===== src/rtl/rkst_pkg.sv =====
// Shared constants, axis table and state types of the slab test core.
package rkst_pkg;

	localparam int SLAB_IDX_W = 3;
	localparam int THR_W      = 16;
	localparam logic [THR_W-1:0] THR_RESET = 16'd16;
	localparam int FRAC_BITS  = 16;

	localparam logic MODE_LOAD  = 1'b0;
	localparam logic MODE_QUERY = 1'b1;

	typedef enum logic [1:0] {
		AX_X = 2'd0,
		AX_Y = 2'd1,
		AX_Z = 2'd2
	} axis_comp_t;

	typedef enum logic [3:0] {
		B_IDLE,
		B_PREP,
		B_DOT,
		B_CHECK,
		B_DIV1,
		B_DIV2,
		B_NEXT,
		B_FINAL
	} back_state_t;

	typedef enum logic [1:0] {
		DV_IDLE,
		DV_PRE,
		DV_RUN,
		DV_DONE
	} div_state_t;

	// Coefficient of one component of one slab axis: x, y, z, then the diagonals.
	function automatic logic signed [1:0] axis_coef(
		input logic [SLAB_IDX_W-1:0] slab,
		input axis_comp_t            comp
	);
		logic signed [1:0] c;
		c = 2'sd0;
		unique case (slab)
			3'd0: c = (comp == AX_X) ? 2'sd1 : 2'sd0;
			3'd1: c = (comp == AX_Y) ? 2'sd1 : 2'sd0;
			3'd2: c = (comp == AX_Z) ? 2'sd1 : 2'sd0;
			3'd3: c = 2'sd1;
			3'd4: c = (comp == AX_X) ? -2'sd1 : 2'sd1;
			3'd5: c = (comp == AX_Z) ? 2'sd1 : -2'sd1;
			3'd6: c = (comp == AX_Y) ? -2'sd1 : 2'sd1;
			default: c = 2'sd0;
		endcase
		return c;
	endfunction

endpackage


===== src/rtl/rkst_front.sv =====
// Front end: accepts items, drops out-of-range loads, queues commands.
module rkst_front #(
	parameter int SLAB_COUNT  = 7,
	parameter int COORD_WIDTH = 32
) (
	input  logic                              clk,
	input  logic                              arst_n,
	input  logic                              in_valid,
	output logic                              in_ready,
	input  logic                              in_mode,
	input  logic [rkst_pkg::SLAB_IDX_W-1:0]   in_slab,
	input  logic signed [COORD_WIDTH-1:0]     in_a_x,
	input  logic signed [COORD_WIDTH-1:0]     in_a_y,
	input  logic signed [COORD_WIDTH-1:0]     in_a_z,
	input  logic signed [COORD_WIDTH-1:0]     in_b_x,
	input  logic signed [COORD_WIDTH-1:0]     in_b_y,
	input  logic signed [COORD_WIDTH-1:0]     in_b_z,
	output logic                              cmd_valid,
	input  logic                              cmd_ready,
	output logic                              cmd_query,
	output logic [rkst_pkg::SLAB_IDX_W-1:0]   cmd_slab,
	output logic signed [COORD_WIDTH-1:0]     cmd_a_x,
	output logic signed [COORD_WIDTH-1:0]     cmd_a_y,
	output logic signed [COORD_WIDTH-1:0]     cmd_a_z,
	output logic signed [COORD_WIDTH-1:0]     cmd_b_x,
	output logic signed [COORD_WIDTH-1:0]     cmd_b_y,
	output logic signed [COORD_WIDTH-1:0]     cmd_b_z
);
	import rkst_pkg::*;

	logic                           q_query_q [2];
	logic [SLAB_IDX_W-1:0]          q_slab_q  [2];
	logic signed [COORD_WIDTH-1:0]  q_ax_q    [2];
	logic signed [COORD_WIDTH-1:0]  q_ay_q    [2];
	logic signed [COORD_WIDTH-1:0]  q_az_q    [2];
	logic signed [COORD_WIDTH-1:0]  q_bx_q    [2];
	logic signed [COORD_WIDTH-1:0]  q_by_q    [2];
	logic signed [COORD_WIDTH-1:0]  q_bz_q    [2];
	logic                           wr_ptr_q;
	logic                           rd_ptr_q;
	logic [1:0]                     count_q;
	logic                           is_query;
	logic                           keep;
	logic                           push;
	logic                           pop;

	assign is_query  = (in_mode == MODE_QUERY);
	assign keep      = is_query || (in_slab < SLAB_IDX_W'(SLAB_COUNT));
	assign in_ready  = (count_q != 2'd2);
	assign push      = in_valid && in_ready && keep;
	assign cmd_valid = (count_q != 2'd0);
	assign pop       = cmd_valid && cmd_ready;

	assign cmd_query = q_query_q[rd_ptr_q];
	assign cmd_slab  = q_slab_q[rd_ptr_q];
	assign cmd_a_x   = q_ax_q[rd_ptr_q];
	assign cmd_a_y   = q_ay_q[rd_ptr_q];
	assign cmd_a_z   = q_az_q[rd_ptr_q];
	assign cmd_b_x   = q_bx_q[rd_ptr_q];
	assign cmd_b_y   = q_by_q[rd_ptr_q];
	assign cmd_b_z   = q_bz_q[rd_ptr_q];

	always_ff @(posedge clk or negedge arst_n) begin
		if (!arst_n) begin
			wr_ptr_q <= 1'b0;
			rd_ptr_q <= 1'b0;
			count_q  <= 2'd0;
		end else begin
			if (push)
				wr_ptr_q <= ~wr_ptr_q;
			if (pop)
				rd_ptr_q <= ~rd_ptr_q;
			if (push && !pop)
				count_q <= count_q + 2'd1;
			else if (pop && !push)
				count_q <= count_q - 2'd1;
		end
	end

	always_ff @(posedge clk) begin
		if (push) begin
			q_query_q[wr_ptr_q] <= is_query;
			q_slab_q[wr_ptr_q]  <= in_slab;
			q_ax_q[wr_ptr_q]    <= in_a_x;
			q_ay_q[wr_ptr_q]    <= in_a_y;
			q_az_q[wr_ptr_q]    <= in_a_z;
			q_bx_q[wr_ptr_q]    <= in_b_x;
			q_by_q[wr_ptr_q]    <= in_b_y;
			q_bz_q[wr_ptr_q]    <= in_b_z;
		end
	end

endmodule


===== src/rtl/rkst_div.sv =====
// Bit-serial saturating Q16.16 divider, one quotient bit per cycle.
module rkst_div #(
	parameter int COORD_WIDTH = 32
) (
	input  logic                                clk,
	input  logic                                arst_n,
	input  logic                                start,
	input  logic signed [COORD_WIDTH+2:0]       num,
	input  logic signed [COORD_WIDTH+2:0]       den,
	output logic                                done,
	output logic signed [COORD_WIDTH-1:0]       quo
);
	import rkst_pkg::*;

	localparam int W    = COORD_WIDTH;
	localparam int NW   = COORD_WIDTH + 3;
	localparam int CMPW = NW + W;
	localparam int CW   = $clog2(W);

	div_state_t        state_q, state_d;
	logic [NW-1:0]     nmag_q;
	logic [NW-1:0]     dmag_q;
	logic              neg_q;
	logic              sat_q;
	logic [NW:0]       rem_q;
	logic [W-2:0]      low_q;
	logic [CW-1:0]     cnt_q;
	logic [NW+15:0]    nfull;
	logic [NW+15:0]    nshift;
	logic              sat_now;
	logic [NW:0]       trial;
	logic              fits;
	logic [W-1:0]      raw;
	logic              take;

	assign take    = start && (state_q == DV_IDLE || state_q == DV_DONE);
	assign nfull   = {nmag_q, {FRAC_BITS{1'b0}}};
	assign nshift  = nfull >> (W - 1);
	assign sat_now = CMPW'(nfull) >= (CMPW'(dmag_q) << (W - 1));
	assign trial   = {rem_q[NW-1:0], low_q[W-2]};
	assign fits    = trial >= {1'b0, dmag_q};
	assign raw     = {1'b0, low_q};
	assign done    = (state_q == DV_DONE);

	always_comb begin
		if (sat_q)
			quo = neg_q ? {1'b1, {(W-1){1'b0}}} : {1'b0, {(W-1){1'b1}}};
		else
			quo = neg_q ? -$signed(raw) : $signed(raw);
	end

	always_ff @(posedge clk or negedge arst_n) begin
		if (!arst_n)
			state_q <= DV_IDLE;
		else
			state_q <= state_d;
	end

	always_comb begin
		state_d = state_q;
		unique case (state_q)
			DV_IDLE: if (take) state_d = DV_PRE;
			DV_PRE: state_d = sat_now ? DV_DONE : DV_RUN;
			DV_RUN: if (cnt_q == CW'(0)) state_d = DV_DONE;
			DV_DONE: state_d = take ? DV_PRE : DV_IDLE;
			default: state_d = DV_IDLE;
		endcase
	end

	always_ff @(posedge clk) begin
		if (take) begin
			nmag_q <= num[NW-1] ? NW'(-num) : NW'(num);
			dmag_q <= den[NW-1] ? NW'(-den) : NW'(den);
			neg_q  <= num[NW-1] != den[NW-1];
		end
		if (state_q == DV_PRE) begin
			sat_q <= sat_now;
			rem_q <= {1'b0, nshift[NW-1:0]};
			low_q <= nfull[W-2:0];
			cnt_q <= CW'(W - 2);
		end
		if (state_q == DV_RUN) begin
			rem_q <= fits ? (trial - {1'b0, dmag_q}) : trial;
			low_q <= {low_q[W-3:0], fits};
			cnt_q <= cnt_q - CW'(1);
		end
	end

endmodule


===== src/rtl/rkst_back.sv =====
// Back end: slab corner store, per-slab projection and interval sequencer.
module rkst_back #(
	parameter int SLAB_COUNT  = 7,
	parameter int COORD_WIDTH = 32
) (
	input  logic                              clk,
	input  logic                              arst_n,
	input  logic [rkst_pkg::THR_W-1:0]        threshold,
	input  logic                              cmd_valid,
	output logic                              cmd_ready,
	input  logic                              cmd_query,
	input  logic [rkst_pkg::SLAB_IDX_W-1:0]   cmd_slab,
	input  logic signed [COORD_WIDTH-1:0]     cmd_a_x,
	input  logic signed [COORD_WIDTH-1:0]     cmd_a_y,
	input  logic signed [COORD_WIDTH-1:0]     cmd_a_z,
	input  logic signed [COORD_WIDTH-1:0]     cmd_b_x,
	input  logic signed [COORD_WIDTH-1:0]     cmd_b_y,
	input  logic signed [COORD_WIDTH-1:0]     cmd_b_z,
	output logic                              out_valid,
	input  logic                              out_ready,
	output logic                              out_hit
);
	import rkst_pkg::*;

	localparam int W  = COORD_WIDTH;
	localparam int NW = COORD_WIDTH + 3;
	localparam int LW = COORD_WIDTH + 2;
	localparam int SW = $clog2(SLAB_COUNT);

	logic signed [W-1:0]   min_x_q [SLAB_COUNT];
	logic signed [W-1:0]   min_y_q [SLAB_COUNT];
	logic signed [W-1:0]   min_z_q [SLAB_COUNT];
	logic signed [W-1:0]   max_x_q [SLAB_COUNT];
	logic signed [W-1:0]   max_y_q [SLAB_COUNT];
	logic signed [W-1:0]   max_z_q [SLAB_COUNT];

	back_state_t           state_q, state_d;
	logic signed [W-1:0]   ax_q, ay_q, az_q, bx_q, by_q, bz_q;
	logic [SW-1:0]         slab_q;
	logic                  hit_q;
	logic signed [LW-1:0]  lo_q, hi_q;
	logic signed [W:0]     dminx_s1, dminy_s1, dminz_s1;
	logic signed [W:0]     dmaxx_s1, dmaxy_s1, dmaxz_s1;
	logic signed [NW-1:0]  den_s1;
	logic signed [NW-1:0]  n1_s2, n2_s2;
	logic signed [W-1:0]   t1_q;
	logic                  out_valid_q, out_hit_q;

	logic [SLAB_IDX_W-1:0] slab_ext;
	logic signed [1:0]     cx, cy, cz;
	logic signed [NW-1:0]  den_c, n1_c, n2_c;
	logic [NW-1:0]         den_mag;
	logic                  parallel;
	logic                  same_side;
	logic                  div_start, div_done;
	logic signed [NW-1:0]  div_num;
	logic signed [W-1:0]   div_quo;
	logic signed [W-1:0]   tn, tx;
	logic signed [LW-1:0]  tn_ext, tx_ext;
	logic                  last_slab;

	function automatic logic signed [NW-1:0] scale(
		input logic signed [1:0]   c,
		input logic signed [NW-1:0] v
	);
		logic signed [NW-1:0] r;
		r = '0;
		if (c == 2'sd1)
			r = v;
		else if (c == -2'sd1)
			r = -v;
		return r;
	endfunction

	assign slab_ext = SLAB_IDX_W'(slab_q);
	assign cx = axis_coef(slab_ext, AX_X);
	assign cy = axis_coef(slab_ext, AX_Y);
	assign cz = axis_coef(slab_ext, AX_Z);

	assign den_c = scale(cx, NW'(bx_q)) + scale(cy, NW'(by_q)) + scale(cz, NW'(bz_q));
	assign n1_c  = scale(cx, NW'(dminx_s1)) + scale(cy, NW'(dminy_s1))
		+ scale(cz, NW'(dminz_s1));
	assign n2_c  = scale(cx, NW'(dmaxx_s1)) + scale(cy, NW'(dmaxy_s1))
		+ scale(cz, NW'(dmaxz_s1));

	assign den_mag   = den_s1[NW-1] ? NW'(-den_s1) : NW'(den_s1);
	assign parallel  = (den_s1 == '0) || (den_mag < NW'(threshold));
	assign same_side = ((n1_s2 == '0) && (n2_s2 == '0))
		|| ((n1_s2 > 0) && (n2_s2 > 0))
		|| ((n1_s2 < 0) && (n2_s2 < 0));

	assign tn     = (t1_q < div_quo) ? t1_q : div_quo;
	assign tx     = (t1_q < div_quo) ? div_quo : t1_q;
	assign tn_ext = LW'(tn);
	assign tx_ext = LW'(tx);
	assign last_slab = (slab_q == SW'(SLAB_COUNT - 1));

	assign cmd_ready = (state_q == B_IDLE);
	assign out_valid = out_valid_q;
	assign out_hit   = out_hit_q;

	rkst_div #(
		.COORD_WIDTH (COORD_WIDTH)
	) u_div (
		.clk    (clk),
		.arst_n (arst_n),
		.start  (div_start),
		.num    (div_num),
		.den    (den_s1),
		.done   (div_done),
		.quo    (div_quo)
	);

	always_ff @(posedge clk or negedge arst_n) begin
		if (!arst_n)
			state_q <= B_IDLE;
		else
			state_q <= state_d;
	end

	always_comb begin
		state_d   = state_q;
		div_start = 1'b0;
		div_num   = n1_s2;
		unique case (state_q)
			B_IDLE: if (cmd_valid && cmd_query) state_d = B_PREP;
			B_PREP: state_d = B_DOT;
			B_DOT: state_d = B_CHECK;
			B_CHECK: begin
				if (parallel)
					state_d = same_side ? B_FINAL : B_NEXT;
				else begin
					div_start = 1'b1;
					state_d   = B_DIV1;
				end
			end
			B_DIV1: begin
				div_num = n2_s2;
				if (div_done) begin
					div_start = 1'b1;
					state_d   = B_DIV2;
				end
			end
			B_DIV2: if (div_done) state_d = (tx < 0) ? B_FINAL : B_NEXT;
			B_NEXT: state_d = last_slab ? B_FINAL : B_PREP;
			B_FINAL: if (!out_valid_q) state_d = B_IDLE;
			default: state_d = B_IDLE;
		endcase
	end

	always_ff @(posedge clk or negedge arst_n) begin
		if (!arst_n) begin
			out_valid_q <= 1'b0;
		end else if (state_q == B_FINAL && !out_valid_q) begin
			out_valid_q <= 1'b1;
		end else if (out_ready) begin
			out_valid_q <= 1'b0;
		end
	end

	always_ff @(posedge clk) begin
		if (state_q == B_IDLE && cmd_valid) begin
			if (cmd_query) begin
				ax_q   <= cmd_a_x;
				ay_q   <= cmd_a_y;
				az_q   <= cmd_a_z;
				bx_q   <= cmd_b_x;
				by_q   <= cmd_b_y;
				bz_q   <= cmd_b_z;
				slab_q <= '0;
				hit_q  <= 1'b1;
				lo_q   <= -(LW'(1) <<< W);
				hi_q   <= LW'(1) <<< W;
			end else begin
				min_x_q[cmd_slab[SW-1:0]] <= cmd_a_x;
				min_y_q[cmd_slab[SW-1:0]] <= cmd_a_y;
				min_z_q[cmd_slab[SW-1:0]] <= cmd_a_z;
				max_x_q[cmd_slab[SW-1:0]] <= cmd_b_x;
				max_y_q[cmd_slab[SW-1:0]] <= cmd_b_y;
				max_z_q[cmd_slab[SW-1:0]] <= cmd_b_z;
			end
		end
		if (state_q == B_PREP) begin
			dminx_s1 <= (W+1)'(min_x_q[slab_q]) - (W+1)'(ax_q);
			dminy_s1 <= (W+1)'(min_y_q[slab_q]) - (W+1)'(ay_q);
			dminz_s1 <= (W+1)'(min_z_q[slab_q]) - (W+1)'(az_q);
			dmaxx_s1 <= (W+1)'(max_x_q[slab_q]) - (W+1)'(ax_q);
			dmaxy_s1 <= (W+1)'(max_y_q[slab_q]) - (W+1)'(ay_q);
			dmaxz_s1 <= (W+1)'(max_z_q[slab_q]) - (W+1)'(az_q);
			den_s1   <= den_c;
		end
		if (state_q == B_DOT) begin
			n1_s2 <= n1_c;
			n2_s2 <= n2_c;
		end
		if (state_q == B_CHECK && parallel && same_side)
			hit_q <= 1'b0;
		if (state_q == B_DIV1 && div_done)
			t1_q <= div_quo;
		if (state_q == B_DIV2 && div_done) begin
			if (tx < 0)
				hit_q <= 1'b0;
			else begin
				if (tn_ext > lo_q)
					lo_q <= tn_ext;
				if (tx_ext < hi_q)
					hi_q <= tx_ext;
			end
		end
		if (state_q == B_NEXT && !last_slab)
			slab_q <= slab_q + SW'(1);
		if (state_q == B_FINAL && !out_valid_q)
			out_hit_q <= hit_q && !(hi_q < lo_q);
	end

endmodule


===== src/rtl/ray_kdop_slab_test_core.sv =====
// Top level of the ray against seven-axis discrete oriented box test.
// Input channel s_axis: tuser is the mode (0 loads one slab's min and max
// corners, 1 runs a ray query); tdata carries slab_index and the a and b
// vectors. A load writes the corner store and gives no result; a query
// gives one result item on m_axis, tdata bit 0 = hit.
// cfg_we/cfg_wdata write the parallel threshold (Q16.16 raw magnitude).
// A load is written to the corner store while the back end is idle. A
// query walks the slabs one at a time through the prep, dot and check
// states; a slab that is not parallel also passes DIV1 and DIV2, where the
// single bit-serial divider forms both slab t values in turn.
// A query stops early once a slab rules out a hit.
// A two-entry queue between the front end and the back end keeps s_axis
// ready while the back end is busy, until the queue fills.
// If m_axis stalls, the result waits in the output register and the back
// end goes on; a further query's result waits until the register is free.
// Reset clears the queue, the sequencer and the output valid and sets the
// threshold to 16; the corner store must be loaded before it is queried.
module ray_kdop_slab_test_core #(
	parameter int SLAB_COUNT  = 7,
	parameter int COORD_WIDTH = 32
) (
	input  logic                                          clk,
	input  logic                                          arst_n,
	input  logic                                          s_axis_tvalid,
	output logic                                          s_axis_tready,
	// slab_index, vec_a_x, vec_a_y, vec_a_z, vec_b_x, vec_b_y, vec_b_z, zero pad
	input  logic [((3 + 6 * COORD_WIDTH + 7) / 8) * 8 - 1:0] s_axis_tdata,
	// mode
	input  logic                                          s_axis_tuser,
	output logic                                          m_axis_tvalid,
	input  logic                                          m_axis_tready,
	// hit, zero pad
	output logic [7:0]                                    m_axis_tdata,
	input  logic                                          cfg_we,
	input  logic [rkst_pkg::THR_W-1:0]                    cfg_wdata
);
	import rkst_pkg::*;

	localparam int W  = COORD_WIDTH;
	localparam int B0 = SLAB_IDX_W;

	logic [THR_W-1:0]      threshold_q;
	logic                  cmd_valid, cmd_ready, cmd_query;
	logic [SLAB_IDX_W-1:0] cmd_slab;
	logic signed [W-1:0]   cmd_a_x, cmd_a_y, cmd_a_z, cmd_b_x, cmd_b_y, cmd_b_z;
	logic                  out_hit;

	always_ff @(posedge clk or negedge arst_n) begin
		if (!arst_n)
			threshold_q <= THR_RESET;
		else if (cfg_we)
			threshold_q <= cfg_wdata;
	end

	rkst_front #(
		.SLAB_COUNT  (SLAB_COUNT),
		.COORD_WIDTH (COORD_WIDTH)
	) u_front (
		.clk       (clk),
		.arst_n    (arst_n),
		.in_valid  (s_axis_tvalid),
		.in_ready  (s_axis_tready),
		.in_mode   (s_axis_tuser),
		.in_slab   (s_axis_tdata[SLAB_IDX_W-1:0]),
		.in_a_x    (s_axis_tdata[B0 + 0 * W +: W]),
		.in_a_y    (s_axis_tdata[B0 + 1 * W +: W]),
		.in_a_z    (s_axis_tdata[B0 + 2 * W +: W]),
		.in_b_x    (s_axis_tdata[B0 + 3 * W +: W]),
		.in_b_y    (s_axis_tdata[B0 + 4 * W +: W]),
		.in_b_z    (s_axis_tdata[B0 + 5 * W +: W]),
		.cmd_valid (cmd_valid),
		.cmd_ready (cmd_ready),
		.cmd_query (cmd_query),
		.cmd_slab  (cmd_slab),
		.cmd_a_x   (cmd_a_x),
		.cmd_a_y   (cmd_a_y),
		.cmd_a_z   (cmd_a_z),
		.cmd_b_x   (cmd_b_x),
		.cmd_b_y   (cmd_b_y),
		.cmd_b_z   (cmd_b_z)
	);

	rkst_back #(
		.SLAB_COUNT  (SLAB_COUNT),
		.COORD_WIDTH (COORD_WIDTH)
	) u_back (
		.clk       (clk),
		.arst_n    (arst_n),
		.threshold (threshold_q),
		.cmd_valid (cmd_valid),
		.cmd_ready (cmd_ready),
		.cmd_query (cmd_query),
		.cmd_slab  (cmd_slab),
		.cmd_a_x   (cmd_a_x),
		.cmd_a_y   (cmd_a_y),
		.cmd_a_z   (cmd_a_z),
		.cmd_b_x   (cmd_b_x),
		.cmd_b_y   (cmd_b_y),
		.cmd_b_z   (cmd_b_z),
		.out_valid (m_axis_tvalid),
		.out_ready (m_axis_tready),
		.out_hit   (out_hit)
	);

	assign m_axis_tdata = {7'd0, out_hit};

endmodule


===== config.mk =====
export PLATFORM = sky130hd
export DESIGN_NAME = ray_kdop_slab_test_core
export DESIGN_NICKNAME = d
export VERILOG_FILES = /design/src/rtl/rkst_pkg.sv /design/src/rtl/rkst_front.sv /design/src/rtl/rkst_div.sv /design/src/rtl/rkst_back.sv /design/src/rtl/ray_kdop_slab_test_core.sv
export SDC_FILE = /design/constraint.sdc
export NUM_CORES = 2
export LEC_CHECK = 0
export ABC_AREA = 0
export BUFFER_PORTS_ARGS = -buffer_cell sky130_fd_sc_hd__buf_4
export CAP_MARGIN = 15
export CELL_PAD_IN_SITES_DETAIL_PLACEMENT = 0
export CELL_PAD_IN_SITES_GLOBAL_PLACEMENT = 1
export CORE_MARGIN = 4
export CORE_UTILIZATION = 38
export CTS_CLUSTER_DIAMETER = 80
export CTS_CLUSTER_SIZE = 24
export DETAILED_ROUTE_END_ITERATION = 16
export PLACE_DENSITY = 0.59
export SLEW_MARGIN = 15
export SYNTH_ARGS = -nofsm -noshare
export SYNTH_HDL_FRONTEND = slang
export SYNTH_SLANG_ARGS = --single-unit

===== constraint.sdc =====
create_clock -name clk -period 19.64 [get_ports clk]
set_clock_uncertainty 0.2 [all_clocks]
set_input_delay 3.928 -clock clk [delete_from_list [all_inputs] [get_ports clk]]
set_output_delay 3.928 -clock clk [all_outputs]
set_load 0.01 [all_outputs]

Yosys cells after proc, flatten, opt, wreduce, memory -nomap -nowiden --
Memories as Yosys holds them, arrays and structs flattened. A register that Yosys moved wholly into a read port is not among the register bits. Index checks and enable logic that the tools add are counted.
Storage, ports and cells: input port bits 222, word-level logic and storage cells 259, register bits after elaboration 770, bits in writable memories 1736, output and inout bits 10, memories kept 14
Memory list:
- u_back.max_x_q | words 7, bits a word 32, read ports 1, clocked after Yosys merged registers in 1, write ports 1, line rkst_back.sv:33 | logic signed [W-1:0] max_x_q [SLAB_COUNT];
- u_back.max_y_q | words 7, bits a word 32, read ports 1, clocked after Yosys merged registers in 1, write ports 1, line rkst_back.sv:34 | logic signed [W-1:0] max_y_q [SLAB_COUNT];
- u_back.max_z_q | words 7, bits a word 32, read ports 1, clocked after Yosys merged registers in 1, write ports 1, line rkst_back.sv:35 | logic signed [W-1:0] max_z_q [SLAB_COUNT];
- u_back.min_x_q | words 7, bits a word 32, read ports 1, clocked after Yosys merged registers in 1, write ports 1, line rkst_back.sv:30 | logic signed [W-1:0] min_x_q [SLAB_COUNT];
- u_back.min_y_q | words 7, bits a word 32, read ports 1, clocked after Yosys merged registers in 1, write ports 1, line rkst_back.sv:31 | logic signed [W-1:0] min_y_q [SLAB_COUNT];
- u_back.min_z_q | words 7, bits a word 32, read ports 1, clocked after Yosys merged registers in 1, write ports 1, line rkst_back.sv:32 | logic signed [W-1:0] min_z_q [SLAB_COUNT];
- +8 memories
Cells by class: add/sub/neg operators 29, multiplexer cells 86, reduce and logical (&&, ||, !) cells 49, bitwise operators 2, $lt $le $gt $ge 13, equality and inequality tests 30
Operators by type and width (number):
- $mux 35 | 23
- $mux 34 | 11
- $add 35x35->35 | 6
- $neg 33->35 | 6
- $sub 32x32->33 | 6
- $mux 32 | 5
- $logic_not 35->1 | 3
- $neg 32->35 | 3
- $gt 35x1->1 const B | 2
- $lt 35x1->1 const B | 2
- $neg 35->35 | 2
- $ge 51x66->1 | 1
- $mux 31 | 2
- $ge 36x35->1 | 1
- $lt 35x16->1 | 1
- $sub 35x35->35 | 1
- $gt 32x34->1 | 1
- $lt 32x34->1 | 1
- $lt 34x34->1 | 1
- $lt 32x1->1 const B | 1
- $lt 32x32->1 | 1
- $neg 31->32 | 1
- $pmux 4 s8 | 1
- $mux 3 | 10
- 38 further kinds | 117

Logic depth before layout (Yosys ltp) --
word-level depth 9, gate-level depth with buffers 36, mapped depth without buffers 32

Cells and area by module --
From an unflattened synthesis, not the netlist that was laid out.
Second synthesis, totals: cell total of the unflattened synthesis 9096, area total of the unflattened synthesis 124192.9 sq um
By module, submodules not included:
- rkst_back | area each 98014.0 sq um, cells an instance 7309, seq. area each 57845.5 sq um, times used 1
- rkst_front | area each 14881.8 sq um, cells an instance 630, seq. area each 11871.4 sq um, times used 1
- rkst_div | area each 10582.6 sq um, cells an instance 1114, seq. area each 4344.2 sq um, times used 1
- ray_kdop_slab_test_core | area each 714.4 sq um, cells an instance 43, seq. area each 401.6 sq um, times used 1

Least setup slack after synthesis --
OpenSTA, ideal clock, no wires.
path kind reg-to-reg, start point reg u_back.state_q[2], end point reg u_back.den_s1[0], enable pin, period minus slack after synthesis 18931 ps, setup slack 709 ps, library setup time 1160 ps, data required time 18280 ps, arrival time 17571 ps, cell stages (with the launch flop) 4, cells stage by stage dfrtp_1 > buf_2 > clkbuf_1 > nor3b_1
On the way: cells in the longest elaborated chain, start to end 1
Ends and longest elaborated chain:
- from (decl) | line rkst_back.sv:37 | back_state_t state_q, state_d;
- from (signal assigned) | line rkst_back.sv:118 | state_q <= state_d;
- $eq 4x1->1 | line rkst_back.sv:183 | if (state_q == B_PREP) begin
- to (signal assigned) | line rkst_back.sv:190 | den_s1 <= den_c;
- to (decl) | line rkst_back.sv:44 | logic signed [NW-1:0] den_s1;
Every way passes these cells. A chain may end at the register's enable or synchronous reset.

Worst setup path in the final report --
start point reg u_back.u_div.low_q[12], end point reg u_back.hi_q[0]
On the way: cells in the longest elaborated chain, start to end 9, elaborated cells between the ends (all ways) 10
Ends and longest elaborated chain:
- from (decl) | line rkst_div.sv:26 | logic [W-2:0] low_q;
- from (signal assigned) | line rkst_div.sv:79 | low_q <= nfull[W-2:0];
- from (signal assigned) | line rkst_div.sv:84 | low_q <= {low_q[W-3:0], fits};
- $neg 31->32 * | line rkst_div.sv:49 | quo = neg_q ? -$signed(raw) : $signed(raw);
- $mux 32 * | line rkst_div.sv:49
- $mux 32 * | line rkst_div.sv:46 | if (sat_q)
- net u_back.div_quo[25] | line rkst_back.sv:57 | logic signed [W-1:0] div_quo;
- $lt 32x32->1 | line rkst_back.sv:93 | assign tx = (t1_q < div_quo) ? div_quo : t1_q;
- $mux 32 * | line rkst_back.sv:93
- $lt 32x34->1 | line rkst_back.sv:206 | if (tx_ext < hi_q)
- $mux 34 | line rkst_back.sv:206
- $mux 34 * | line rkst_back.sv:201 | if (tx < 0)
- $mux 34 * | line rkst_back.sv:200 | if (state_q == B_DIV2 && div_done) begin
- to (signal assigned) | line rkst_back.sv:173 | hi_q <= LW'(1) <<< W;
- to (signal assigned) | line rkst_back.sv:207 | hi_q <= tx_ext;
- to (decl) | line rkst_back.sv:41 | logic signed [LW-1:0] lo_q, hi_q;
Mark *: on every way through the listed nets, which the timed path passes. The rest lies on a longest branch.

==> impl_metrics.yaml <==
routing:
  drt_iter0_markers: 5955
  wirelength_microns: 338400
  route.detailed.drc: 0
  firstDrtPassIters: 5
  wire_per_inst_microns: 24.87
  post_drt_via_cell_ratio: 5.358
  detail-route-antenna-nets: 0
  vias: 72916
timing:
  worstMarginPinSlew_ps: 1200
  drv_slew: 0
  hold_viol_final: 0
  fin_ws_ps: 9863
  holdWs_ps: 287.4
  maxSlewHeadroom_pct: 20.02
  setup_tns_ps: 0
  fmax_mhz: 102.3
  rsz0062_at_grt: "no"
  period_share_pct: 49.78
  setup_viol: 0
  period_minus_slack_ps: 9777
yosys:
  syn-instance-count: 9062
  async_flop_share_pct: 1.037
  synth_seq_cells: 2508
  synth_warnings: 0
  avgSynthCellArea_sq_um: 13.48
  synth.largest_area_cell: "edfxtp_1"
  synth_top_area_share_pct: 59.24
  synthTopCellsByCount: "edfxtp_1, nand2_1, inv_1, o21ai_0, ha_1"
  synth_edf_count: 2410
  netlist_top_cells_area: "edfxtp_1, ha_1, mux2_2, mux4_2, xnor2_1"
  synth_cell_types: 100
  seq_area_frac_synth_pct: 60.95
  synth_ff_type: "edfxtp_1"
  synth.cell_area_sq_mm: 0.1222
  synth.most_common_cell: "edfxtp_1"
setup_path:
  cp_max_fo: 93
  critical-path-max-stage-delay_ps: 750
  r2r-start: "u_back.u_div.low_q[12]$_SDFFCE_PN0P_"
  r2r_end: "u_back.hi_q[0]$_DFF_P_"
  rrSetupSlack_ps: 9860
  r2r_cells: 33
  crit_type: "flip-flop to flip-flop"
  cp_slowest_cell: "buf_4"
  critPathArrivalTime_ps: 10340
  cpMostUsedCell: "nor3_1"
  startpoint_type: "flip-flop"
  endpoint_kind: "flip-flop"
  required_ps: 20210
final_layout:
  drive_gt1_share_pct: 13.30
  fill_cells: 29268
  regArea_sq_mm: 0.07447
  multi_input_area_sq_mm: 0.04441
  area_growth_pct: 9.817
  instances_no_fill: 13608
  nets: 10066
clock_network:
  clock_sinks: 2508
  hold_buffers: 0
  clk_transition_reported_paths_ps: 80
  insertion_delay_ps: 890
  post_cts_resized: 0
  postCtsSetupBuffers: 0
  clock_path_buffers: 4
  htreeDepth: 4
  cts_buffers: 159
  tritoncts: "done"
  cts-root-buf: "clkbuf_16"
pwr:
  cell_internal_pwr_mw: 14.54
  leakagePower_nw: 47.53
  clkPwrFrac_pct: 14.2
  p_sw_share_pct: 42.37
  combPwrFrac_pct: 51.6
  p_per_area_mw_per_mm2: 188.1
  switching_power_mw: 10.69
  seqPwrFrac_pct: 34.2
  ir_worst_vdd_uv: 135.6
placed_design:
  routabilityCongestion: 0.9180
  dp_slack_ps: 9749
  io_buffers: 219
  placedCellCount: 13343
  dpl.hpwl_microns: 240800
grt:
  first_global_vias: 72015
  antenna_found_initial: 17
  grt_overflow: 0
  grt_util_all_layers_pct: 19.94
  grt_first_pass_wirelength_microns: 491300
  grt_max_degree: 142
floorplan:
  initial_core_util_pct: 38.29
  die_w_microns: 575.0
  fp-row-count: 207
  die_h_microns: 575.0
  coreArea_sq_mm: 0.3191
  io_pins: 232
  dieArea_sq_mm: 0.3306
hold_path:
  hold_end: "u_back.lo_q[31]$_DFF_P_"
  hold_start: "u_back.lo_q[31]$_DFF_P_"
  min_path_type: "flip-flop to flip-flop"
  holdPathStages: 2
outcome:
  status: "finished clean"
flow_run:
  max_cap_violations: 0
==> power groups by stage <==
stage                     Combinational (mW)  Sequential [mW]  Clock [mW]
after floorplan                         9.16             8.62           0
after global placement                  13.0             8.73           0
after detailed placement                13.1             8.75           0
after CTS                               13.1             8.63        3.72
after global routing                    14.4             8.73        3.91
final                                   13.0             8.63        3.58
==> cell type report <==
class	count	area share, %
Antenna cell	6	0.01119
Clock buffer	171	3.046
Clock inverter	88	0.8216
Inverter	592	1.667
Multi-Input combinational cell	5645	33.10
Sequential cell	2508	55.51
Tap cell	4284	3.995
Timing Repair Buffer	314	1.850
==> layer usage <==
| metal | track usage [%] | vias to the layer above | wire length, microns |
|---|---|---|---|
| met5 | 0 | - | 68 |
| met4 | 6.053 | 10 | 10850 |
| li1 | - | 34288 | - |
| met3 | 1.854 | 360 | 12690 |
| met2 | 32.64 | 1529 | 159400 |
| met1 | 28.20 | 36729 | 155500 |
==> state kept, by name, indices dropped and copies added, names as in the netlist, 64 cells and up, named ones only <==
name and count:
u_back.max_y_q 224, u_front.q_bz_q 64, u_front.q_ax_q 64, u_back.min_x_q 224, u_front.q_az_q 64, u_front.q_ay_q 64
u_back.min_y_q 224, u_back.max_x_q 224, u_back.max_z_q 224, u_back.min_z_q 224, u_front.q_bx_q 64, u_front.q_by_q 64
==> cell usage in the layout (no fill, tap or decap), types with 28 or more instances in the layout <==
cell type  count
a211oi_1      40
a21o_1       169
a21oi_1      425
a22oi_1      108
a31oi_1       32
and2_1        47
and3_1        34
buf_4        304
clkbuf_16    161
dfxtp_1       70
edfxtp_1    2410
fa_1         112
ha_1         509
inv_1        587
mux2_2       408
mux2i_1      241
mux4_2       192
nand2_1      686
nand2b_1      77
nand3_1       84
nand4_1       50
nor2_1       472
nor2b_1       52
nor3_1       212
nor4_1        54
o21a_1        94
o21ai_0      530
o31ai_1       71
or3_1         81
or4_1         28
xnor2_1      310
xor2_1       131
==> how the worst max path moves through the flow <==
| stage | end | cells after the start | start |
|---|---|---|---|
| finish | u_back.hi_q[0]$_DFF_P_ | 33 | u_back.u_div.low_q[12]$_SDFFCE_PN0P_ |
| detailed placement | u_back.hi_q[25]$_DFF_P_ | 33 | u_back.u_div.low_q[12]$_SDFFCE_PN0P_ |
| CTS | u_back.hi_q[25]$_DFF_P_ | 33 | u_back.u_div.low_q[12]$_SDFFCE_PN0P_ |
| floorplan | u_back.den_s1[0]$_DFFE_PP_ | 3 | u_back.state_q[2]$_DFFE_PN0P_ |
| global route | u_back.hi_q[5]$_DFF_P_ | 33 | u_back.u_div.low_q[12]$_SDFFCE_PN0P_ |
| global placement | u_back.hi_q[25]$_DFF_P_ | 33 | u_back.u_div.low_q[12]$_SDFFCE_PN0P_ |
==> per-stage QoR <==
step                      power [mW]  instance area, sq um  utilization, %
after floorplan                17.78                122200               -
after global placement         21.68                129000           40.42
after detailed placement       21.83                129000           40.42
after CTS                      25.50                134200           42.04
after global routing           27.07                134200           42.04
final                          25.23                134200           42.05
==> critical path: cells and delay by family (launching register included) <==
| kind | cells | cell delay, ps |
|---|---|---|
| AND/OR/NAND/NOR | 11 | 3480 |
| adder cells (fa/ha/maj) | 2 | 650 |
| AO/OA/AOI/OAI | 14 | 2550 |
| buffers and inverters | 4 | 1470 |
| flip-flops | 1 | 490 |
| multiplexers | 2 | 790 |
==> kinds of logic after synthesis <==
group | share of synthesized area [%]
and+or+nand+nor | 7.613
adders and majority gates | 7.079
buffers and inverters | 2.864
other | 0.003069
AOI/OAI and AO/OA | 9.039
xor gates and xnor gates | 3.161
DFF | 60.95
muxes | 9.291
Note: power is estimated with default switching activity, not from simulation.
